### src/sv/vr3d_pkg.sv
`timescale 1ns / 1ps
package vr3d_pkg;

    localparam int CORDIC_STEPS = 16;
    localparam int FOLD_STEPS   = 4;
    localparam int AW = 34;  // angle residual, Q28
    localparam int XW = 34;  // CORDIC x/y, Q30
    localparam int MW = 36;  // matrix entry, Q26
    localparam int PW = 68;  // wide products and sums
    localparam int LATENCY = CORDIC_STEPS + 8;

    localparam logic signed [AW-1:0] ANG_PI      = 34'sd843314857;
    localparam logic signed [AW-1:0] ANG_HALF_PI = 34'sd421657428;
    localparam logic signed [XW-1:0] CORDIC_K    = 34'sd652032874;
    localparam logic signed [MW-1:0] ONE_Q26     = 36'sd67108864;

    localparam logic signed [31:0] ATAN_Q28 [24] = '{
        32'sd210828714, 32'sd124459457, 32'sd65760959, 32'sd33381290,
        32'sd16755422, 32'sd8385879, 32'sd4193963, 32'sd2097109,
        32'sd1048571, 32'sd524287, 32'sd262144, 32'sd131072,
        32'sd65536, 32'sd32768, 32'sd16384, 32'sd8192, 32'sd4096,
        32'sd2048, 32'sd1024, 32'sd512, 32'sd256, 32'sd128, 32'sd64, 32'sd32
    };

    localparam logic [1:0] CMD_ROT_X = 2'd0;
    localparam logic [1:0] CMD_ROT_Y = 2'd1;
    localparam logic [1:0] CMD_ROT_Z = 2'd2;
    localparam logic [1:0] CMD_AXIS  = 2'd3;

    typedef struct packed {
        logic [1:0]         cmd;
        logic signed [15:0] angle;
        logic signed [31:0] vec_x;
        logic signed [31:0] vec_y;
        logic signed [31:0] vec_z;
        logic signed [15:0] axis_x;
        logic signed [15:0] axis_y;
        logic signed [15:0] axis_z;
    } t_in;

    typedef struct packed {
        logic signed [31:0] out_x;
        logic signed [31:0] out_y;
        logic signed [31:0] out_z;
        logic               overflow;
    } t_out;

    typedef struct packed {
        logic                 vld;
        logic                 flip;
        logic signed [AW-1:0] a;
        t_in                  item;
    } t_fold;

    typedef struct packed {
        logic                 vld;
        logic signed [XW-1:0] cos30;
        logic signed [XW-1:0] sin30;
        t_in                  item;
    } t_sc;

    typedef logic [2:0][2:0][MW-1:0] t_mat;

    typedef struct packed {
        logic vld;
        t_mat m;
        t_in  item;
    } t_mx;

endpackage

### src/sv/vr3d_fold.sv
`timescale 1ns / 1ps
module vr3d_fold (
    input  logic           i_clk,
    input  logic           i_rst_n,
    input  logic           i_vld,
    input  vr3d_pkg::t_in  i_item,
    output vr3d_pkg::t_fold o_fold
);
    import vr3d_pkg::*;

    logic signed [AW-1:0] n_a;
    logic                 n_flip;
    t_fold                r_fold;

    // Bring the angle into [-pi/2, pi/2]; each half turn flips sin and cos.
    always_comb begin
        n_a    = $signed({{2{i_item.angle[15]}}, i_item.angle, 16'h0000});
        n_flip = 1'b0;
        for (int i = 0; i < FOLD_STEPS; i++) begin
            if (n_a > ANG_HALF_PI) begin
                n_a    = n_a - ANG_PI;
                n_flip = ~n_flip;
            end else if (n_a < -ANG_HALF_PI) begin
                n_a    = n_a + ANG_PI;
                n_flip = ~n_flip;
            end
        end
    end

    always_ff @(posedge i_clk) begin
        if (!i_rst_n) begin
            r_fold.vld <= 1'b0;
        end else begin
            r_fold.vld <= i_vld;
        end
        r_fold.a    <= n_a;
        r_fold.flip <= n_flip;
        r_fold.item <= i_item;
    end

    assign o_fold = r_fold;
endmodule

### config.mk
export PLATFORM = sky130hd
export DESIGN_NAME = vr3d_fold
export DESIGN_NICKNAME = d
export VERILOG_FILES = /design/src/sv/vr3d_pkg.sv /design/src/sv/vr3d_fold.sv
export SDC_FILE = /design/constraint.sdc
export NUM_CORES = 1
export LEC_CHECK = 0
export BUFFER_PORTS_ARGS = -buffer_cell sky130_fd_sc_hd__buf_2
export CAP_MARGIN = 0
export CORE_AREA = 2 2 142 144
export DETAILED_ROUTE_END_ITERATION = 7
export DIE_AREA = 0 0 144 146
export PLACE_DENSITY = 0.7
export SYNTH_ARGS = -nofsm -noshare
export SYNTH_HDL_FRONTEND = slang
export SYNTH_SLANG_ARGS = --single-unit
### constraint.sdc
create_clock -name i_clk -period 8 [get_ports i_clk]
set_input_delay 0.8 -clock i_clk [delete_from_list [all_inputs] [get_ports i_clk]]
set_output_delay 0.8 -clock i_clk [all_outputs]
set_load 0.01 [all_outputs]
### Yosys cells after proc, flatten, opt, wreduce, memory -nomap -nowiden

Index checks and enable logic that the tools add are counted.

* $add $sub $neg: 8
* order comparisons: 8
* muxes and demuxes: 16
* bitwise logic cells: 3

Operators with widths (number)
* $mux 34: 8
* $add 34x31->34 const B: 3
* $gt 34x30->1 const B: 3
* $lt 34x30->1 const B: 3
* $sub 34x31->34 const B: 3
* $add 32x31->33 const B: 1
* $sub 32x31->33 const B: 1
* $gt 32x30->1 const B: 1
* $lt 32x30->1 const B: 1
* $mux 1: 8
* $not 1->1: 3

* register bits: 198
* bits of input ports: 165
* output and inout port bits: 198
* word-level logic and storage cells: 46

### Logic depth before layout (Yosys ltp)

* word-level depth: 12
* depth in mapped cells: 27

### Worst setup path before layout

Ideal clock, no wire load.

* path kind: input port to flip-flop
* from: input i_item[146] (netlist bit)
* to: register r_fold, in the netlist o_fold[163]
* arrival: 5833 ps
* path slack: 2044 ps
* stages: 24
* buffers on the path: 2
* cells stage by stage: clkbuf_1 -> inv_1 -> ha_1 -> and2_1 -> o21a_1 -> o211ai_4 -> inv_2 -> a32oi_2 -> xor2_1 -> or4_1 -> o2111ai_2 -> nand2_1 -> o32a_1 -> xnor2_2 -> nand3_1 -> a2111o_1 -> nand3_1 -> buf_2 -> o21ai_0 -> o21ai_1 -> inv_1 -> ha_1 -> a211oi_1 -> a21oi_1

* cells in the longest elaborated chain, start to end: 12

RTL lines
* start: declaration: line vr3d_fold.sv:6 `input vr3d_pkg::t_in i_item,`
* $lt 32x30->1 or $add 32x31->33 (tied branches): line vr3d_fold.sv:23, vr3d_fold.sv:24
* $mux 34: line vr3d_fold.sv:23 `end else if (n_a < -ANG_HALF_PI) begin`
* $mux 34 *: line vr3d_fold.sv:20 `if (n_a > ANG_HALF_PI) begin`
* $add 34x31->34 or $lt 34x30->1 (tied branches): line vr3d_fold.sv:24, vr3d_fold.sv:23
* $mux 34: line vr3d_fold.sv:23
* $mux 34 *: line vr3d_fold.sv:20
* $add 34x31->34 or $lt 34x30->1 (tied branches): line vr3d_fold.sv:24, vr3d_fold.sv:23
* $mux 34: line vr3d_fold.sv:23
* $mux 34 *: line vr3d_fold.sv:20
* $add 34x31->34 or $lt 34x30->1 (tied branches): line vr3d_fold.sv:24, vr3d_fold.sv:23
* $mux 34: line vr3d_fold.sv:23
* $mux 34 *: line vr3d_fold.sv:20
* via n_a[1]: line vr3d_fold.sv:11 `logic signed [AW-1:0] n_a;`
* end: declaration: line vr3d_fold.sv:13 `t_fold r_fold;`

Mark *: on every way through the listed nets, which the timed path passes. The rest lies on a longest branch.
A chain may end at the register's enable or synchronous reset.

### Worst setup path in the final report

Same ends and word-level chain as after synthesis.

==> impl_metrics.py <==
metrics = {
    "clock_network": {
        "cts_root_buf": "clkbuf_16",
        "clk_pin_slew_ns": 0.09,
        "cts_tree": "done",
        "cts_max_level": 4,
        "clockBufferDepth": 2,
        "cts_made_buffers": 17,
        "cts_hold_buffers": 0,
        "postCtsSetupRepairBufs": 0,
        "cts.sink_count": 197,
        "cts-resized-gates": 0,
    },
    "floorplan": {
        "die_w_um": 144,
        "row_count": 51,
        "io_pins": 363,
        "die_area_sq_um": 21000,
        "design.core.area_sq_um": 19300,
        "initial_core_util_pct": 39.6,
        "die_y_um": 146,
    },
    "cells_and_area": {
        "post_layout_nonfiller_instances": 1370,
        "largest_reg_flops": 197,
        "drive_gt1_share_pct": 40.3,
        "final_area_sq_um": 10300,
        "multi_input_area_sq_um": 3490,
        "syn_to_final_growth_pct": 34.7,
        "nets": 1271,
        "seqCellArea_sq_um": 3940,
        "nFillCells": 1786,
    },
    "route": {
        "drt-wirelength-per-cell_um": 21.2,
        "ant_nets": 0,
        "num_vias": 7255,
        "drcViolationCount": 0,
        "drt-initial-drc-count": 477,
        "viasPerCell": 5.30,
        "dr.pass1.iters": 5,
        "postRouteWirelength_um": 29000,
    },
    "logic_synthesis": {
        "synth-edff-count": 0,
        "synth-main-ff-cell": "dfxtp_1",
        "ys_warn_count": 0,
        "synth_cell_type_count": 94,
        "synth_seq_cells": 197,
        "syn_nets": 917,
        "syn_area_per_cell_sq_um": 10.4,
        "yosysSeqAreaShare_pct": 51.4,
        "async_flop_share_pct": 0,
        "syn_area_sq_um": 7670,
        "syn-instance-count": 737,
    },
    "grt": {
        "grtUsageMet1_pct": 36.3,
        "grt_pass1_vias": 6922,
        "grt-ovfl-total": 0,
        "use_met2_pct": 40.9,
        "grt_max_degree": 25,
        "antenna_found_initial": 3,
        "gr-usage-met3_pct": 6.75,
        "grt_pass1_wl_um": 42500,
        "grt.total_usage_pct": 26.6,
        "top_usage_layer": "met2",
    },
    "placement": {
        "placed_cells": 1337,
        "hpwl_um": 22800,
        "port_buffers": 362,
        "dpl_cell_area_sq_um": 9680,
        "dp_slack_ns": 0.730,
        "gp_congestion": 0.998,
    },
    "setup_path": {
        "path_class": "input port to flop",
        "end_kind": "flop",
        "critPathMaxFanout": 23,
        "cp-start-kind": "input port",
        "required_ns": 8.33,
        "cp.arrival_ns": 7.39,
    },
    "hold_path": {
        "hold_path.class": "input port to flop",
        "hp-start": "i_item[56]",
        "holdPathEnd": "o_fold[56]$_DFF_P_",
        "whs_path_depth": 1,
    },
    "timing": {
        "clock.fmax_mhz": 142,
        "final_hold_viol_count": 0,
        "setup_ws_ns": 0.945,
        "layout_min_cycle_time_ns": 7.05,
        "slew_violations": 0,
        "worst_pin_slew_ns": 0.990,
        "relSlewSlack_pct": 33.7,
        "setup_viol": 0,
        "finalCritPeriodShare_pct": 88.2,
        "fin_tns_setup_ns": 0,
        "rsz0062_at_grt": "false",
    },
    "run_status": {
        "status": "completed",
    },
    "power": {
        "power_density_nw_per_um2": 291,
        "worst_ir_drop_vdd_mv": 0.148,
        "leakagePower_nw": 4.71,
    },
    "flow_run": {
        "maxCapViolations": 0,
    },
}
[per-stage QoR]
step | util, % | hold slack [ns] | total power [mW]
after global placement | 50.1 | 0.903 | 2.09
final | 53.4 | 0.447 | 3.00
after floorplan | - | 0.828 | 1.77
after CTS | 53.4 | 0.434 | 3.01
after detailed placement | 50.1 | 0.904 | 2.10
after global routing | 53.4 | 0.421 | 3.15
[logic make-up (layout without fill, tap and decap cells)]
group,Yosys count,in the layout,synth area share (%)
muxes,5,5,0.669
xor gates and xnor gates,57,57,7.20
buffers and inverters,52,419,3.04
adders and majority gates,15,15,2.45
DFF,197,197,51.4
other,0,1,0
AOI/OAI and AO/OA,215,215,22.1
and+or+nand+nor,196,196,13.1
[worst max-delay path: stages]
cell,delay [ns]
buf_2,0.23
inv_1,0.14
ha_1,0.21
and2_1,0.17
o21a_1,0.22
o211ai_4,0.49
inv_2,0.32
a22oi_1,0.27
xor2_1,0.67
o31ai_1,0.25
a41o_1,0.34
a21oi_1,0.47
a22oi_2,0.11
xnor2_1,0.29
a211oi_1,0.32
nand3_1,0.19
a221oi_4,0.74
o21ai_0,0.16
o21ai_1,0.29
inv_1,0.10
ha_1,0.33
a211oi_1,0.19
a21oi_1,0.06
[synthesized netlist by cell type (5+ instances only)]
library cell | number | area, sq um
a31oi_1 | 17 | 106
nor2_1 | 41 | 154
o211ai_1 | 11 | 82.6
nand2b_1 | 7 | 43.8
or2_2 | 5 | 31.3
xnor2_1 | 39 | 342
a22oi_1 | 8 | 60.1
o21ai_0 | 28 | 140
a211o_1 | 6 | 52.6
dfxtp_1 | 197 | 3940
xnor2_2 | 5 | 81.3
and2_1 | 11 | 68.8
o22ai_1 | 6 | 37.5
nand4_1 | 8 | 50.1
clkbuf_1 | 14 | 52.6
nand2_1 | 59 | 221
a21o_1 | 8 | 60.1
o31ai_1 | 7 | 52.6
nand3_1 | 18 | 90.1
and3_1 | 8 | 50.1
xor2_1 | 11 | 96.3
buf_2 | 13 | 65.1
ha_1 | 15 | 188
nor3_1 | 14 | 70.1
o21a_1 | 5 | 37.5
a21oi_1 | 29 | 145
a211oi_1 | 8 | 60.1
o21ai_1 | 7 | 35.0
inv_1 | 19 | 71.3
[report_power, final]
group          internal [mW]  switching (mW)
Sequential              1.11          0.0317
Clock                  0.441           0.468
Combinational          0.370           0.583
Total                   1.92            1.08
[layer usage]
metal | up-vias | routed length (um)
met5 | - | 28
met4 | 4 | 820
met3 | 53 | 2460
met2 | 349 | 13200
met1 | 3464 | 12500
li1 | 3385 | -
[final cells by class]
class / instances / share of cell area (%)
antenna: 1 / 0.0242
timing repair buffer: 365 / 17.8
tap: 265 / 3.21
inverter: 22 / 0.824
clock inverter: 15 / 2.11
clock buffer: 17 / 4.12
multi-input combinational: 488 / 33.8
sequential: 197 / 38.2
[cells in the final DEF (no fill, tap or decap), drive strengths merged, types with 6 or more instances in the layout]
cell    instances
nor2           42
a21oi          29
clkinv          6
dfxtp         197
and3            8
buf           365
a31oi          17
or2             6
nand2          59
a211o           6
nand4           8
a22oi          10
nand3          19
o22ai           9
o21ai          36
xnor2          44
clkbuf         17
a21o            8
ha             15
and2           11
o31ai           7
inv            31
nor3           15
o211ai         15
a211oi          9
xor2           13
nand2b          7
[how the worst max path moves through the flow]
stage,start,to,slack (ns)
2_1_floorplan,i_item[146],o_fold[163]$_DFF_P_,2.04
3_3_place_gp,i_item[146],o_fold[163]$_DFF_P_,0.82
3_5_place_dp,i_item[146],o_fold[163]$_DFF_P_,0.73
4_1_cts,i_item[146],o_fold[163]$_DFF_P_,1.14
5_1_grt,i_item[146],o_fold[163]$_DFF_P_,0.29
6_report,i_item[146],o_fold[163]$_DFF_P_,0.95
Note: power is estimated with default switching activity, not from simulation.
